File: config.mk
export PLATFORM = sky130hd
export DESIGN_NAME = paley_hadamard_entry_generator_core
export DESIGN_NICKNAME = d
export VERILOG_FILES = /design/src/sv/phg_pkg.sv /design/src/sv/phg_prime_chk.sv /design/src/sv/paley_hadamard_entry_generator_core.sv
export SDC_FILE = /design/constraint.sdc
export NUM_CORES = 1
export LEC_CHECK = 0
export ABC_CLOCK_PERIOD_IN_PS = 7800
export BUFFER_PORTS_ARGS = -buffer_cell sky130_fd_sc_hd__buf_2
export CAP_MARGIN = 40
export CORE_ASPECT_RATIO = 1.4
export CORE_MARGIN = 3
export CORE_UTILIZATION = 39
export CTS_CLUSTER_SIZE = 12
export DETAILED_ROUTE_END_ITERATION = 8
export PLACE_DENSITY_LB_ADDON = 0.15
export SLEW_MARGIN = 20
export SYNTH_ARGS = -nofsm -noshare
export SYNTH_HDL_FRONTEND = slang
export SYNTH_SLANG_ARGS = --single-unit
File: constraint.sdc
create_clock -name clk -period 7.8 [get_ports clk]
set_clock_uncertainty 0.15 [all_clocks]
set_input_delay 0 -clock clk [delete_from_list [all_inputs] [get_ports clk]]
set_output_delay 0 -clock clk [all_outputs]
set_load 0.05 [all_outputs]
File: src/sv/phg_pkg.sv
// Shared types, codes and helpers for the Paley Hadamard entry generator.
// Depends on nothing; the order checker and the top level use it.
`default_nettype none

package phg_pkg;

	// Width of the order register and of the row and column indices.
	localparam int ORDER_W = 9;
	localparam int INDEX_W = 8;
	// Bit counter for the serial division over an order-wide dividend.
	localparam int BIT_W = 4;
	// Smallest order that the construction accepts.
	localparam int MIN_ORDER = 4;
	// Order held after reset.
	localparam logic [ORDER_W-1:0] RESET_ORDER = ORDER_W'(4);

	// Result status codes.
	typedef enum logic [1:0] {
		ST_OK        = 2'd0,
		ST_BAD_ORDER = 2'd1,
		ST_RANGE     = 2'd2
	} status_t;

	// Outcome of an order check, reported by the checker for one cycle.
	typedef struct packed {
		logic done;
		logic valid;
	} chk_result_t;

	// Sum of two residues modulo m, where both inputs are already below m.
	function automatic logic [ORDER_W-1:0] add_mod(input logic [ORDER_W-1:0] a,
		input logic [ORDER_W-1:0] b, input logic [ORDER_W-1:0] m);
		logic [ORDER_W:0] s;
		s = {1'b0, a} + {1'b0, b};
		if (s >= {1'b0, m}) begin
			s = s - {1'b0, m};
		end
		return s[ORDER_W-1:0];
	endfunction

endpackage

`default_nettype wire

File: src/sv/phg_prime_chk.sv
// Order checker: range, multiple of four and primality of n-1 by trial division.
// Each trial divisor is tested by a restoring division, one quotient bit a cycle.
// Depends on phg_pkg.
`default_nettype none

module phg_prime_chk #(
	parameter int MAX_ORDER = 256
) (
	input  wire logic                         clk,
	input  wire logic                         arst_n,
	input  wire logic                         start,
	input  wire logic [phg_pkg::ORDER_W-1:0]  order,
	output phg_pkg::chk_result_t              result
);

	typedef enum logic [2:0] {
		K_IDLE = 3'b001,
		K_TEST = 3'b010,
		K_DIV  = 3'b100
	} chk_state_t;

	chk_state_t                       state_q;
	logic [phg_pkg::ORDER_W-1:0]      q_q;
	logic [phg_pkg::ORDER_W-1:0]      div_q;
	logic [phg_pkg::ORDER_W:0]        div_sq_q;
	logic [phg_pkg::ORDER_W-1:0]      rem_q;
	logic [phg_pkg::BIT_W-1:0]        bit_q;
	logic                             done_q;
	logic                             valid_q;

	logic                             order_ok;
	logic [phg_pkg::ORDER_W:0]        rem_shift;
	logic [phg_pkg::ORDER_W-1:0]      rem_next;

	// Range and divisibility screen on the raw order.
	assign order_ok = (32'(order) >= phg_pkg::MIN_ORDER) && (32'(order) <= MAX_ORDER)
		&& (order[1:0] == 2'b00);

	// One step of the restoring division of q by the current divisor.
	always_comb begin
		rem_shift = {rem_q, q_q[bit_q]};
		if (rem_shift >= {1'b0, div_q}) begin
			rem_next = phg_pkg::ORDER_W'(rem_shift - {1'b0, div_q});
		end else begin
			rem_next = rem_shift[phg_pkg::ORDER_W-1:0];
		end
	end

	// Trial division sequencer; the divisor square is kept by increments.
	always_ff @(posedge clk or negedge arst_n) begin
		if (!arst_n) begin
			state_q <= K_IDLE;
			done_q  <= 1'b0;
			valid_q <= 1'b0;
		end else begin
			done_q <= 1'b0;
			case (state_q)
				K_IDLE: begin
					if (start) begin
						if (!order_ok) begin
							done_q  <= 1'b1;
							valid_q <= 1'b0;
						end else begin
							state_q <= K_TEST;
						end
					end
				end
				K_TEST: begin
					if (div_sq_q > {1'b0, q_q}) begin
						done_q  <= 1'b1;
						valid_q <= 1'b1;
						state_q <= K_IDLE;
					end else begin
						state_q <= K_DIV;
					end
				end
				K_DIV: begin
					if (bit_q == '0) begin
						if (rem_next == '0) begin
							done_q  <= 1'b1;
							valid_q <= 1'b0;
							state_q <= K_IDLE;
						end else begin
							state_q <= K_TEST;
						end
					end
				end
				default: begin
					state_q <= K_IDLE;
				end
			endcase
		end
	end

	// Datapath registers of the division.
	always_ff @(posedge clk) begin
		case (state_q)
			K_IDLE: begin
				q_q      <= order - phg_pkg::ORDER_W'(1);
				div_q    <= phg_pkg::ORDER_W'(2);
				div_sq_q <= (phg_pkg::ORDER_W + 1)'(4);
			end
			K_TEST: begin
				rem_q <= '0;
				bit_q <= phg_pkg::BIT_W'(phg_pkg::ORDER_W - 1);
			end
			K_DIV: begin
				rem_q <= rem_next;
				bit_q <= bit_q - phg_pkg::BIT_W'(1);
				if (bit_q == '0) begin
					div_q    <= div_q + phg_pkg::ORDER_W'(1);
					div_sq_q <= div_sq_q + {div_q, 1'b1};
				end
			end
			default: begin
				rem_q <= rem_q;
			end
		endcase
	end

	assign result = '{done: done_q, valid: valid_q};

	// A division only runs while the divisor square is within q.
	a_div_bound: assert property (@(posedge clk) disable iff (!arst_n)
		state_q == K_DIV |-> div_sq_q <= {1'b0, q_q})
		else $error("division running past the square-root bound");

	// A report is given only on the way back to idle.
	a_done_idle: assert property (@(posedge clk) disable iff (!arst_n)
		done_q |-> state_q == K_IDLE)
		else $error("check reported while still busy");

	// The divisor never drops below two.
	a_div_min: assert property (@(posedge clk) disable iff (!arst_n)
		state_q == K_DIV |-> div_q >= phg_pkg::ORDER_W'(2))
		else $error("trial divisor below two");

endmodule

`default_nettype wire

File: src/sv/paley_hadamard_entry_generator_core.sv
// Paley type I Hadamard entry generator. Each request beat (row, column) gives one
// result beat: +1 on row 0 or column 0, otherwise +1 when (column - row) mod q is a
// quadratic residue, q = order - 1, with a status for a bad order or an index out of
// range. Once the table is built a request reads the single-port residue memory on
// acceptance, then loads the output register when the result channel is free. The
// first request after reset or after an order write first checks the order (trial
// division by each divisor up to the square root of q) and, if it passes, rebuilds
// the table: a clearing pass over q entries, then a pass marking the (q - 1) / 2
// squares. The order register may be written only while no request is in flight.
// Depends on phg_pkg and phg_prime_chk.
`default_nettype none

module paley_hadamard_entry_generator_core #(
	parameter int MAX_ORDER = 256
) (
	input  wire logic                          clk,
	input  wire logic                          arst_n,
	// Order register write channel.
	input  wire logic                          cfg_valid,
	output logic                               cfg_ready,
	input  wire logic [phg_pkg::ORDER_W-1:0]   matrix_order,
	// Request channel.
	input  wire logic                          in_valid,
	output logic                               in_ready,
	input  wire logic [phg_pkg::INDEX_W-1:0]   row_index,
	input  wire logic [phg_pkg::INDEX_W-1:0]   column_index,
	// Result channel.
	output logic                               out_valid,
	input  wire logic                          out_ready,
	output logic                               entry_positive,
	output logic [1:0]                         status
);

	localparam int AW    = $clog2(MAX_ORDER);
	localparam int DEPTH = 1 << AW;
	localparam int OW    = phg_pkg::ORDER_W;
	localparam int IW    = phg_pkg::INDEX_W;

	typedef enum logic [5:0] {
		S_IDLE   = 6'b000001,
		S_CHECK  = 6'b000010,
		S_CLEAR  = 6'b000100,
		S_MARK   = 6'b001000,
		S_LOOKUP = 6'b010000,
		S_RESP   = 6'b100000
	} state_t;

	state_t                 state_q;
	logic [OW-1:0]          order_q;
	logic                   built_q;
	logic                   order_valid_q;
	logic [IW-1:0]          row_q;
	logic [IW-1:0]          col_q;
	logic [OW-1:0]          cnt_q;
	logic [OW-1:0]          sq_q;
	logic [OW-1:0]          odd_q;
	logic                   residue_mem_q [DEPTH];
	logic                   rd_q;
	logic                   out_valid_q;
	logic                   entry_q;
	phg_pkg::status_t       status_q;

	logic [OW-1:0]          q;
	logic [OW-1:0]          half;
	logic                   chk_start;
	phg_pkg::chk_result_t   chk;
	logic [IW-1:0]          lk_row;
	logic [IW-1:0]          lk_col;
	logic [OW:0]            diff;
	logic [OW-1:0]          lk_offset;
	logic                   rd_en;
	logic                   wr_en;
	logic [OW-1:0]          wr_addr;
	logic                   load_out;

	assign q    = order_q - OW'(1);
	assign half = (q - OW'(1)) >> 1;

	assign cfg_ready = 1'b1;
	assign in_ready  = (state_q == S_IDLE);
	assign chk_start = (state_q == S_IDLE) && in_valid && !built_q;
	assign load_out  = (state_q == S_RESP) && (!out_valid_q || out_ready);

	phg_prime_chk #(
		.MAX_ORDER(MAX_ORDER)
	) u_chk (
		.clk    (clk),
		.arst_n (arst_n),
		.start  (chk_start),
		.order  (order_q),
		.result (chk)
	);

	// Table offset (column - row) mod q, from the ports on acceptance, in lookup from the held indices.
	always_comb begin
		lk_row = (state_q == S_LOOKUP) ? row_q : row_index;
		lk_col = (state_q == S_LOOKUP) ? col_q : column_index;
		diff   = {2'b00, lk_col} + {1'b0, q} - {2'b00, lk_row};
		if (diff >= {1'b0, q}) begin
			diff = diff - {1'b0, q};
		end
		lk_offset = diff[OW-1:0];
	end

	// Memory port control: the clearing pass writes zero, the marking pass one.
	assign rd_en   = ((state_q == S_IDLE) && in_valid) || (state_q == S_LOOKUP);
	assign wr_en   = (state_q == S_CLEAR) || (state_q == S_MARK);
	assign wr_addr = (state_q == S_MARK) ? sq_q : cnt_q;

	// Residue memory with a registered read.
	always_ff @(posedge clk) begin
		if (wr_en) begin
			residue_mem_q[AW'(wr_addr)] <= (state_q == S_MARK);
		end
		if (rd_en) begin
			rd_q <= residue_mem_q[AW'(lk_offset)];
		end
	end

	// Sequencer: order check, table build and request handling.
	always_ff @(posedge clk or negedge arst_n) begin
		if (!arst_n) begin
			state_q       <= S_IDLE;
			order_q       <= phg_pkg::RESET_ORDER;
			built_q       <= 1'b0;
			order_valid_q <= 1'b0;
		end else begin
			case (state_q)
				S_IDLE: begin
					if (in_valid) begin
						state_q <= built_q ? S_RESP : S_CHECK;
					end
				end
				S_CHECK: begin
					if (chk.done) begin
						order_valid_q <= chk.valid;
						if (chk.valid) begin
							state_q <= S_CLEAR;
						end else begin
							built_q <= 1'b1;
							state_q <= S_LOOKUP;
						end
					end
				end
				S_CLEAR: begin
					if (cnt_q == q - OW'(1)) begin
						state_q <= S_MARK;
					end
				end
				S_MARK: begin
					if (cnt_q == half) begin
						built_q <= 1'b1;
						state_q <= S_LOOKUP;
					end
				end
				S_LOOKUP: begin
					state_q <= S_RESP;
				end
				S_RESP: begin
					if (load_out) begin
						state_q <= S_IDLE;
					end
				end
				default: begin
					state_q <= S_IDLE;
				end
			endcase
			// An order write forces a fresh check on the next request.
			if (cfg_valid) begin
				order_q <= matrix_order;
				built_q <= 1'b0;
			end
		end
	end

	// Build counters: squares mod q follow by adding successive odd numbers.
	always_ff @(posedge clk) begin
		case (state_q)
			S_IDLE: begin
				if (in_valid) begin
					row_q <= row_index;
					col_q <= column_index;
				end
			end
			S_CHECK: begin
				cnt_q <= '0;
			end
			S_CLEAR: begin
				if (cnt_q == q - OW'(1)) begin
					cnt_q <= OW'(1);
					sq_q  <= OW'(1);
					odd_q <= phg_pkg::add_mod(OW'(1), OW'(2), q);
				end else begin
					cnt_q <= cnt_q + OW'(1);
				end
			end
			S_MARK: begin
				cnt_q <= cnt_q + OW'(1);
				sq_q  <= phg_pkg::add_mod(sq_q, odd_q, q);
				odd_q <= phg_pkg::add_mod(odd_q, OW'(2), q);
			end
			default: begin
				cnt_q <= cnt_q;
			end
		endcase
	end

	// Output register.
	always_ff @(posedge clk or negedge arst_n) begin
		if (!arst_n) begin
			out_valid_q <= 1'b0;
		end else if (load_out) begin
			out_valid_q <= 1'b1;
		end else if (out_ready) begin
			out_valid_q <= 1'b0;
		end
	end

	always_ff @(posedge clk) begin
		if (load_out) begin
			if (!order_valid_q) begin
				status_q <= phg_pkg::ST_BAD_ORDER;
				entry_q  <= 1'b0;
			end else if (({1'b0, row_q} >= order_q) || ({1'b0, col_q} >= order_q)) begin
				status_q <= phg_pkg::ST_RANGE;
				entry_q  <= 1'b0;
			end else begin
				status_q <= phg_pkg::ST_OK;
				entry_q  <= (row_q == '0) || (col_q == '0) || rd_q;
			end
		end
	end

	assign out_valid      = out_valid_q;
	assign entry_positive = entry_q;
	assign status         = status_q;

	// An error result never reports a positive entry.
	a_err_entry: assert property (@(posedge clk) disable iff (!arst_n)
		out_valid && (status != phg_pkg::ST_OK) |-> !entry_positive)
		else $error("positive entry reported with an error status");

	// One request at a time: acceptance closes the request channel.
	a_one_item: assert property (@(posedge clk) disable iff (!arst_n)
		in_valid && in_ready |=> !in_ready)
		else $error("second request taken while one is in flight");

	// Squares are marked only for an order that passed the check.
	a_mark_valid: assert property (@(posedge clk) disable iff (!arst_n)
		state_q == S_MARK |-> order_valid_q)
		else $error("table built for an invalid order");

	// The checker reports only while the sequencer waits for it.
	a_chk_done: assert property (@(posedge clk) disable iff (!arst_n)
		chk.done |-> state_q == S_CHECK)
		else $error("order check finished outside the check phase");

endmodule

`default_nettype wire
==> results of run 1 <==
path summary, 6_finish.rpt:
check                              from          endpoint  slack [ns]  cells after the start
max in group asynchronous        arst_n        order_q[8]        6.24                      5
min in group asynchronous        arst_n  u_chk.state_q[0]        0.35                      3
min reg2reg                u_chk.done_q        state_q[1]        0.35                      1
max                          state_q[1]              rd_q        0.48                     28
max reg2reg                  state_q[1]              rd_q        0.48                     28
min                        row_index[2]          row_q[2]        0.02                      2
worst max-delay path: cells and delay by family, from the launching register on:
kind / cells / cell delay (ns)
buf+inv: 3 / 0.55
flops: 1 / 0.40
simple gates: 7 / 1.36
xor+xnor: 1 / 0.09
compound gates: 13 / 3.22
fa+ha+maj: 4 / 1.23
final cells by class:
type | count | area share, %
Clock inverter | 16 | 0.432
Multi-Input combinational cell | 1426 | 39.3
Tap cell | 714 | 3.63
Sequential cell | 367 | 44.3
Inverter | 98 | 1.52
Timing Repair Buffer | 167 | 6.12
Clock buffer | 55 | 4.64
power groups by stage:
stage | sequential (uW) | clock [uW] | combinational [uW]
6_report | 2330 | 1880 | 4920
4_1_cts | 2330 | 1920 | 4860
5_1_grt | 2340 | 1980 | 5200
2_1_floorplan | 2330 | 0 | 3060
3_3_place_gp | 2370 | 0 | 4750
3_5_place_dp | 2370 | 0 | 4790
what timing repair did:
action	4_1_cts	5_1_grt
gates resized for setup	0	2
buffers inserted	0	0
hold endpoints to repair	58	0
endpoints found under the setup margin	0	1
hold buffers	59	0
metrics by stage:
stage / hold WS [ns] / setup slack (ns)
final: 0.0228 / 0.476
after global routing: 0.0222 / 0.0200
after CTS: 0.000687 / 0.380
after detailed placement: -0.145 / 0.452
after global placement: -0.148 / 0.511
after floorplan: -0.446 / 0.801
metal layers:
metal / GRT usage [%] / wire length (um) / up-vias
met3: 2.85 / 2870 / 175
met2: 41.6 / 34900 / 506
met4: 12.0 / 3960 / 0
met5: 0 / 0 / -
met1: 25.8 / 25400 / 8248
li1: - / - / 7599
kinds of logic after synthesis:
logic type | after synthesis | synth area share (%)
simple gates | 726 | 16.0
compound gates | 419 | 14.3
mux | 77 | 3.97
fa+ha+maj | 110 | 6.93
buf+inv | 208 | 3.96
flops | 367 | 51.0
other cells | 1 | 0.0175
xor+xnor | 93 | 3.81
placed cells by master, fill, tap and decap left out, types with 14 or more instances in the layout:
cell,instances
buf_4,53
nor2_1,336
or2_2,20
nor2b_1,24
a21oi_1,65
clkbuf_16,44
a211oi_1,20
xor2_1,21
a21o_1,40
a221oi_1,14
ha_1,96
mux2_2,23
edfxtp_1,344
a2111oi_0,26
a221o_1,17
nand2b_1,33
nand3_1,45
fa_1,14
dfrtp_1,20
mux2i_1,50
a31oi_1,22
nand4_1,18
dlygate4sd3_1,59
nand2_1,115
o21ai_0,70
nor4_1,22
a311oi_1,17
nor3_1,20
inv_1,96
buf_2,34
xnor2_1,72
and3_1,33
state kept, by name, indices dropped and copies added, names as in the netlist, 9 cells and up:
| name | count |
|---|---|
| order_q | 9 |
| u_chk.q_q | 9 |
| u_chk.div_q | 9 |
| sq_q | 9 |
| u_chk.rem_q | 9 |
| odd_q | 9 |
| residue_mem_q | 256 |
| u_chk.div_sq_q | 10 |
| cnt_q | 9 |
==> key figures, run 1 <==
Timing
  • Final Max Tran Viols: 0
  • Setup-failing EPs final: 0
  • Setup TNS after final layout: 0 ns
  • Relative slew slack: 38.9%
  • Final period util: 93.9%
  • Final hold viol count: 0
  • Final min period: 7.32 ns
  • RSZ-0062 raised after global routing: no
  • Fmax achieved: 0.137 GHz
  • Worst-Margin Slew: 0.917 ns

Placement
  • IO Port Bufs: 34
  • Post-DP HPWL: 47600 um
  • Routability cong.: 0.957
  • Placed cell areas: 22700 sq um
  • Dpl cells: 2710

Final layout
  • Filler cells: 4989
  • Nets: 2242
  • Layout cells sized above 1: 11.0%
  • Diodes inserted: 0
  • Finished Cell Area: 24600 sq um
  • Final cell count without fillers: 2843
  • Multi-input gate area: 9680 sq um
  • Final core utilization: 45.8%
  • Register area: 10900 sq um
  • Area grow syn2layout: 15.0%

Clock tree
  • Longest Clk Path Bufs: 3
  • Root buf cell: clkbuf_16
  • Sink Count: 367
  • TritonCTS clock tree: yes
  • Worst skew pair latency: 0.58 ns
  • CTS clk-pin slew, worst paths: 0.06 ns
  • H-tree Lvls: 2
  • CTS Buf Count: 42

Detailed routing
  • Initial DRC count: 1280
  • TritonRoute pass-1 iters: 5
  • Via count: 16500
  • Routed vias/inst: 5.81
  • Post-route ant nets: 0
  • Drt wl/cell: 23.6 um
  • Drc violations: 0
  • Drt total wl: 67100 um

Die
  • Initial Util: 39.8%
  • Core Region: 53700 sq um
  • DIE HEIGHT: 283 um
  • # rows: 100
  • Die W: 204 um
  • Top Ports: 36
  • Die area: 57700 sq um

Global routing
  • Total global routing overflow: 0
  • Largest net degree at the start of global routing: 125
  • First-pass GRT wire length: 101000 um
  • Number of global-route vias before repair: 16800
  • GR Util All Layers: 22.8%
  • Antenna violations before repair: 0

Synthesis
  • YS warnings: 0
  • Synth Register Bits: 367
  • Syn Std Cell Area: 21400 sq um
  • Ys flop type: edfxtp_1
  • Syn Inst Count: 2001
  • Ys async rst share: 6.27%
  • Top-count cell post-synth: edfxtp_1
  • Sequential area share after synthesis: 51.0%
  • Post-synth EDFFs: 344
  • Syn_nets: 2141
  • Synth top area cells: edfxtp_1 (48%), nor2_1 (5.9%), ha_1 (5.6%)
  • Yosys top cell by area: edfxtp_1
  • Yosys cell types: 89
  • Synth cell count leaders: edfxtp_1 (344), nor2_1 (336), nand2_1 (115), inv_1 (97), ha_1 (96)
  • Mean Syn Cell Area: 10.7 sq um
  • Synth top area share: 48.3%

Power
  • Worst vdd ir: 0.325 mV
  • Clock power frac: 20.6%
  • Leak: 0.00936 uW
  • Seq pwr share: 25.5%
  • Combinational fraction of design power: 53.9%
  • Pwr Density: 371 nW/um^2
  • Internal power: 5120 uW
  • Switching power: 4010 uW
  • Sw Ratio: 43.9%
  • Final Total Pwr: 9130 uW

Setup path
  • CP startpoint kind: flip-flop
  • Crit end category: flip-flop
  • Cell with the largest stage delay on the worst path: a2111o_1
  • Slowest stage delay, CP: 0.63 ns
  • Worst Path Required: 7.95 ns
  • Critical path type: flip-flop to flip-flop
  • Worst endpoint data arrival time: 7.48 ns
  • CP max FO: 17

Min path
  • Class of the worst hold path: input pin to flip-flop

Run
  • Max_cap viols: 0

Run status
  • Status: finished clean
No activity file was read; power rests on OpenSTA's default activity.
==> run 2, diff against run 1 <==
--- a/config.mk
+++ b/config.mk
@@ -5,7 +5,7 @@
 export SDC_FILE = /design/constraint.sdc
 export NUM_CORES = 1
 export LEC_CHECK = 0
-export ABC_CLOCK_PERIOD_IN_PS = 7800
+export ABC_CLOCK_PERIOD_IN_PS = 9240
 export BUFFER_PORTS_ARGS = -buffer_cell sky130_fd_sc_hd__buf_2
 export CAP_MARGIN = 40
 export CORE_ASPECT_RATIO = 1.4
@@ -13,6 +13,7 @@
 export CORE_UTILIZATION = 39
 export CTS_CLUSTER_SIZE = 12
 export DETAILED_ROUTE_END_ITERATION = 8
+export MAX_ROUTING_LAYER = met4
 export PLACE_DENSITY_LB_ADDON = 0.15
 export SLEW_MARGIN = 20
 export SYNTH_ARGS = -nofsm -noshare
==> constraint.sdc (replaced) <==
create_clock -name clk -period 9.24 [get_ports clk]
set_clock_uncertainty 0.15 [all_clocks]
set_input_delay 0 -clock clk [delete_from_list [all_inputs] [get_ports clk]]
set_output_delay 0 -clock clk [all_outputs]
set_load 0.05 [all_outputs]
==> key figures, run 2 (same netlist as run 1, synthesis figures left out) <==
Timing
  • Final period util: 88.4% (-5.5 points)
  • Setup-failing EPs final: 0 (unchanged)
  • Setup TNS after final layout: 0 ns (unchanged)
  • Final Max Tran Viols: 0 (unchanged)
  • Setup WS post-layout: 1.07 ns (+0.593 ns)
  • Final hold viol count: 0 (unchanged)
  • Worst-Margin Slew: 0.893 ns (-0.0240 ns)
  • Fmax achieved: 0.122 GHz (-10%)
  • Relative slew slack: 38.9% (+0.063 points)
  • Final min period: 8.17 ns (+0.847 ns)
  • RSZ-0062 raised after global routing: no

Power
  • Worst vdd ir: 0.250 mV (-23%)
  • Leak: 0.00919 uW (-1.8%)
  • Sw Ratio: 44.6% (+0.71 points)
  • Seq pwr share: 25.9% (+0.4 points)
  • Internal power: 4210 uW (-18%)
  • Pwr Density: 313 nW/um^2 (-16%)
  • Combinational fraction of design power: 54.0% (about the same)
  • Clock power frac: 20.1% (-0.5 points)
  • Switching power: 3390 uW (-15%)

Run status
  • Status: finished clean

Detailed routing
  • Initial DRC count: 1418 (+11%)
  • Met1 WL: 25400 um (+0.13%)
  • Routed vias/inst: 5.81 (about the same)
  • DR WL met3: 2720 um (-5.1%)
  • Post-route ant nets: 0 (unchanged)
  • TritonRoute pass-1 iters: 6 (+1)
  • Drt wl/cell: 23.6 um (+0.21%)
  • Drt total wl: 66500 um (-0.81%)
  • Drc violations: 0 (unchanged)
  • Via count: 16400 (-1.0%)
  • Met2 wire len: 35000 um (+0.35%)
  • Uppermost layer routed: met4

Setup path
  • Reg2Reg Capture Point: rd_q
  • Worst Path Required: 9.46 ns (+1.51 ns)
  • R2r setup slk: 1.07 ns (+0.59 ns)
  • CP startpoint kind: flip-flop
  • Crit end category: flip-flop
  • Worst setup path start: order_q[0]
  • Worst R2R Start: order_q[0]
  • Worst Reg-to-Reg Cells: 23 (-18%)
  • CP max FO: 20 (+3)
  • Critical path type: flip-flop to flip-flop
  • Worst endpoint data arrival time: 8.39 ns (+0.91 ns)

Clock tree
  • Post-CTS Setup Inserts: 0 (unchanged)
  • TritonCTS clock tree: yes
  • Worst skew pair latency: 0.57 ns (about the same)
  • CTS clk-pin slew, worst paths: 0.06 ns (about the same)
  • H-tree Lvls: 2 (unchanged)
  • Root buf cell: clkbuf_16
  • Longest Clk Path Bufs: 3 (unchanged)
  • Sink Count: 367 (unchanged)
  • CTS Buf Count: 41 (-2.4%)

Die
  • Core Region: 53700 sq um (unchanged)
  • Die W: 204 um (unchanged)
  • Initial Util: 39.8% (unchanged)
  • # rows: 100 (unchanged)
  • DIE HEIGHT: 283 um (unchanged)
  • Top Ports: 36 (unchanged)
  • Die area: 57700 sq um (unchanged)

Global routing
  • Antenna violations before repair: 0 (unchanged)
  • Total global routing overflow: 0 (unchanged)
  • First-pass GRT wire length: 101000 um (-0.33%)
  • Number of global-route vias before repair: 16800 (-0.083%)
  • GR Util All Layers: 23.3% (+0.49 points)
  • Largest net degree at the start of global routing: 77 (-38%)

Final layout
  • Register area: 10900 sq um (unchanged)
  • Diodes inserted: 0 (unchanged)
  • Area grow syn2layout: 13.6%
  • Commonest non-fill, non-tap cell in the layout: edfxtp_1
  • Max FFs per register: 256 (unchanged)
  • Layout cells sized above 1: 9.86% (-1.1 points)
  • Largest regs: residue_mem_q x256, u_chk.div_sq_q x10
  • Biggest register: residue_mem_q
  • Most frequent cells in the layout: edfxtp_1 (344), nor2_1 (336), nand2_1 (115), inv_1 (96), ha_1 (96)
  • Nets: 2213 (-1.3%)
  • Filler cells: 5066 (+1.5%)
  • Multi-input gate area: 9680 sq um (about the same)

Run
  • Max_cap viols: 0 (unchanged)

Min path
  • Hold Path Sink: row_q[4]
  • HP Start: row_index[4]
  • Min-Delay Path Depth: 2 (unchanged)
  • Class of the worst hold path: input pin to flip-flop

Placement
  • Post-DP HPWL: 47200 um (-1.0%)
  • Routability cong.: 0.954 (-0.31%)
  • Pre-CTS setup slack: 1.14 ns (+0.686 ns)
  • IO Port Bufs: 34 (unchanged)
==> run 2: cell count changes in the layout (fill, tap and decap cells not counted), moves of 2 or more <==
| cell | delta |
|---|---|
| buf_8 | -3 |
| clkbuf_16 | -3 |
| dlygate4sd3_1 | -3 |
| nor4_2 | -2 |
| buf_4 | -21 |
| clkinv_2 | +4 |
==> run 2: critical path, cell delays in order, from the launching register on <==
cell	delay, ns
dfrtp_1	0.37
buf_4	0.19
clkinv_1	0.07
ha_1	0.24
or3b_2	0.52
or3_1	0.34
xnor2_1	0.45
inv_1	0.37
fa_1	0.62
inv_1	0.04
ha_1	0.37
a21oi_1	0.19
xnor2_1	0.17
ha_1	0.30
a21o_1	0.19
a21o_1	0.21
or2_2	0.42
nor2_4	0.47
a21o_1	0.71
nor2_1	0.38
a221oi_1	0.59
a311o_1	0.22
a22oi_1	0.08
nor4_1	0.29
==> run 2: area by class of cell <==
class	count	share of cell area (%)
sequential	367	44.9
multi-input combinational	1426	39.8
timing repair buffer	139	5.13
clock buffer	53	4.45
tap	714	3.68
inverter	98	1.53
clock inverter	17	0.448
==> run 2: per-stage QoR <==
step                total power, uW  cell area (sq um)  std cells  hold slack (ns)  util, %
finish                         7600              24300       2814           0.0302     45.3
detailed placement             6020              22500       2683           -0.144     41.9
global placement               5900              22200       2669           -0.147     41.4
floorplan                      4550              21400       2001           -0.446        -
CTS                            7590              24200       2809        0.0000406     45.1
global route                   7940              24300       2814           0.0106     45.3
==> run 2: how the worst max path moves through the flow <==
stage / to / cells past startpoint
2_1_floorplan: rd_q / 27
3_3_place_gp: rd_q / 25
3_5_place_dp: rd_q / 23
4_1_cts: rd_q / 23
5_1_grt: rd_q / 22
6_report: rd_q / 23
==> run 2: routing by layer <==
| metal | up-vias | global-route usage, % |
|---|---|---|
| met5 | - | - |
| met4 | 0 | 10.7 |
| met3 | 165 | 3.03 |
| met2 | 483 | 41.4 |
| met1 | 8168 | 26.0 |
| li1 | 7539 | - |
==> run 2: timing repair <==
| action | in CTS | in global routing |
|---|---|---|
| endpoints found under the hold margin | 60 | 0 |
| hold buffers | 56 | 0 |
| resized for setup | 0 | 0 |
| setup endpoints to repair | 0 | 0 |
==> run 2: power by group through the flow <==
stage                     registers, uW  clock network [uW]  logic (uW)
after floorplan                    1970                   0        2580
after global placement             2000                   0        3900
after detailed placement           2000                   0        4020
after CTS                          1970                1570        4060
after global routing               1970                1630        4340
final                              1970                1530        4110
==> run 3, diff against run 2 <==
--- a/config.mk
+++ b/config.mk
@@ -8,7 +8,6 @@
 export ABC_CLOCK_PERIOD_IN_PS = 9240
 export BUFFER_PORTS_ARGS = -buffer_cell sky130_fd_sc_hd__buf_2
 export CAP_MARGIN = 40
-export CORE_ASPECT_RATIO = 1.4
 export CORE_MARGIN = 3
 export CORE_UTILIZATION = 39
 export CTS_CLUSTER_SIZE = 12
==> key figures, run 3 (same netlist as run 1, synthesis figures left out) <==
Global routing
  • First-pass GRT wire length: 99000 um (-1.7%)
  • Largest net degree at the start of global routing: 86 (+12%)
  • Number of global-route vias before repair: 16100 (-4.0%)
  • GR Util All Layers: 23.2% (-0.16 points)
  • Antenna violations before repair: 3 (+3)
  • Total global routing overflow: 0 (unchanged)

Die
  • DIE HEIGHT: 240 um (-15%)
  • Core Region: 54000 sq um (+0.65%)
  • Die W: 240 um (+18%)
  • Die area: 57700 sq um (about the same)
  • Initial Util: 39.6% (-0.26 points)
  • Top Ports: 36 (unchanged)
  • # rows: 85 (-15%)

Timing
  • Setup-failing EPs final: 0 (unchanged)
  • Final period util: 91.3% (+2.9 points)
  • Fmax achieved: 0.119 GHz (-3.1%)
  • RSZ-0062 raised after global routing: no
  • Worst-Margin Slew: 1.04 ns (+0.147 ns)
  • Final min period: 8.44 ns (+0.265 ns)
  • Setup WS post-layout: 0.804 ns (-0.265 ns)
  • Final hold viol count: 0 (unchanged)
  • Final Max Tran Viols: 0 (unchanged)
  • Setup TNS after final layout: 0 ns (unchanged)
  • Relative slew slack: 30.2% (-8.7 points)

Final layout
  • Max FFs per register: 256 (unchanged)
  • Nets: 2226 (+0.59%)
  • Largest regs: residue_mem_q x256, u_chk.div_sq_q x10
  • Biggest register: residue_mem_q
  • Filler cells: 5059 (-0.14%)
  • Most frequent cells in the layout: edfxtp_1 (344), nor2_1 (336), nand2_1 (115), inv_1 (96), ha_1 (96)
  • Layout cells sized above 1: 10.2% (+0.39 points)
  • Commonest non-fill, non-tap cell in the layout: edfxtp_1
  • Area grow syn2layout: 14.1%

Detailed routing
  • Routed vias/inst: 5.81 (about the same)
  • Drc violations: 0 (unchanged)
  • Drt wl/cell: 23.2 um (-1.9%)
  • Drt total wl: 65300 um (-1.9%)
  • TritonRoute pass-1 iters: 5 (-1)
  • Initial DRC count: 1415 (-0.21%)
  • Post-route ant nets: 0 (unchanged)
  • Via count: 16400 (-0.0061%)

Placement
  • Post-DP HPWL: 45300 um (-4.0%)
  • IO Port Bufs: 34 (unchanged)
  • Routability cong.: 0.938 (-1.6%)
  • Pre-CTS setup slack: 1.01 ns (-0.124 ns)

Clock tree
  • Post-CTS Setup Inserts: 0 (unchanged)
  • Cts hold-fix bufs: 61 (+8.9%)
  • Worst skew pair latency: 0.58 ns (about the same)
  • Post-CTS Resized: 0 (unchanged)
  • Longest Clk Path Bufs: 3 (unchanged)
  • Sink Count: 367 (unchanged)
  • CTS Buf Count: 44 (+7.3%)
  • TritonCTS clock tree: yes
  • Root buf cell: clkbuf_16
  • CTS clk-pin slew, worst paths: 0.06 ns (about the same)
  • H-tree Lvls: 2 (unchanged)

Setup path
  • Top delay family on crit path: simple AND/OR/NAND/NOR gates
  • Crit-path cells: inv_1 > ha_1 > or3b_2 > xnor2_1 > inv_1 > fa_1 > inv_1 > ha_1 > a21oi_1 > nand2_1 > a21o_1 > a21oi_1 > xnor2_1 > ha_1 > a21o_1 > a21o_1 > or2_2 > nor3_2 > or2_1 > a311oi_1 > o211ai_1 > a32oi_1 > a211oi_1 > nor4_1
  • Cell with the largest stage delay on the worst path: nor3_2
  • Worst Path Required: 9.40 ns (-0.06 ns)
  • Worst endpoint data arrival time: 8.59 ns (+0.20 ns)
  • Instance count on the critical path: 24 (+4.3%)
  • Slowest stage delay, CP: 0.70 ns (about the same)
  • Worst Reg-to-Reg Cells: 24 (+4.3%)
  • CP max FO: 16 (-20%)
  • Critical path type: flip-flop to flip-flop
  • Crit end category: flip-flop
  • CP startpoint kind: flip-flop
  • CP Buf/Inv Count: 3 (-1)

Min path
  • Min-Delay Path Depth: 2 (unchanged)
  • Class of the worst hold path: input pin to flip-flop

Run status
  • Status: finished clean

Power
  • Pwr Density: 318 nW/um^2 (+1.5%)
  • Worst vdd ir: 0.208 mV (-17%)
  • Leak: 0.00926 uW (+0.73%)

Run
  • Max_cap viols: 0 (unchanged)
[run 3: cell count changes in the layout (fill, tap and decap cells not counted), sizes merged]
cell         before  now
clkinvlp          0    3
diode             0    2
dlygate4sd3      56   61
buf              83   88
clkinv           15   13
inv              99  100
clkbuf           53   59
[run 3: final timing paths]
kind / start / slack, ns / to
worst max-delay path: order_q[1] / 0.80 / rd_q
worst min-delay path: row_index[6] / 0.04 / row_q[6]
worst max register to register: order_q[1] / 0.80 / rd_q
worst min register to register: u_chk.state_q[0] / 0.37 / u_chk.state_q[2]
max in group asynchronous: arst_n / 7.61 / state_q[1]
min in group asynchronous: arst_n / 0.40 / u_chk.state_q[0]
[run 3: cell type report]
cell class / instances / area, sq um / area share [%]
flip-flops and latches: 367 / 10900 / 44.7
diodes: 2 / 5.00 / 0.0205
clock inverters: 19 / 154 / 0.630
inverters: 98 / 373 / 1.53
repair buffers: 149 / 1250 / 5.13
clock buffers: 59 / 1180 / 4.82
multi-input cells: 1426 / 9670 / 39.6
well taps: 696 / 871 / 3.57
[run 3: power breakdown]
group / total, uW / switching [uW] / leakage [uW] / internal (uW)
Sequential: 1960 / 70.8 / 0.00393 / 1890
Combinational: 4140 / 2680 / 0.00468 / 1460
Clock: 1660 / 732 / 0.000641 / 927
[run 3: per-layer routing]
metal	vias up	wire length [um]	share of wire (%)	GRT usage, %
met5	-	0	0	-
met4	0	1580	2.4	5.94
li1	7576	-	-	-
met1	8161	30900	47	33.0
met2	519	28300	43	34.2
met3	98	4500	6.9	4.15
[run 3: stage by stage]
| stage | total power [uW] | cells | area, sq um | hold slack (ns) | util, % |
|---|---|---|---|---|---|
| 5_1_grt | 8120 | 2816 | 24400 | 0.0343 | 45.2 |
| 3_5_place_dp | 5980 | 2671 | 22400 | -0.140 | 41.5 |
| 6_report | 7760 | 2816 | 24400 | 0.0401 | 45.2 |
| 3_3_place_gp | 5900 | 2653 | 22200 | -0.153 | 41.2 |
| 4_1_cts | 7690 | 2810 | 24400 | 0.00506 | 45.1 |
| 2_1_floorplan | 4550 | 2001 | 21400 | -0.446 | - |
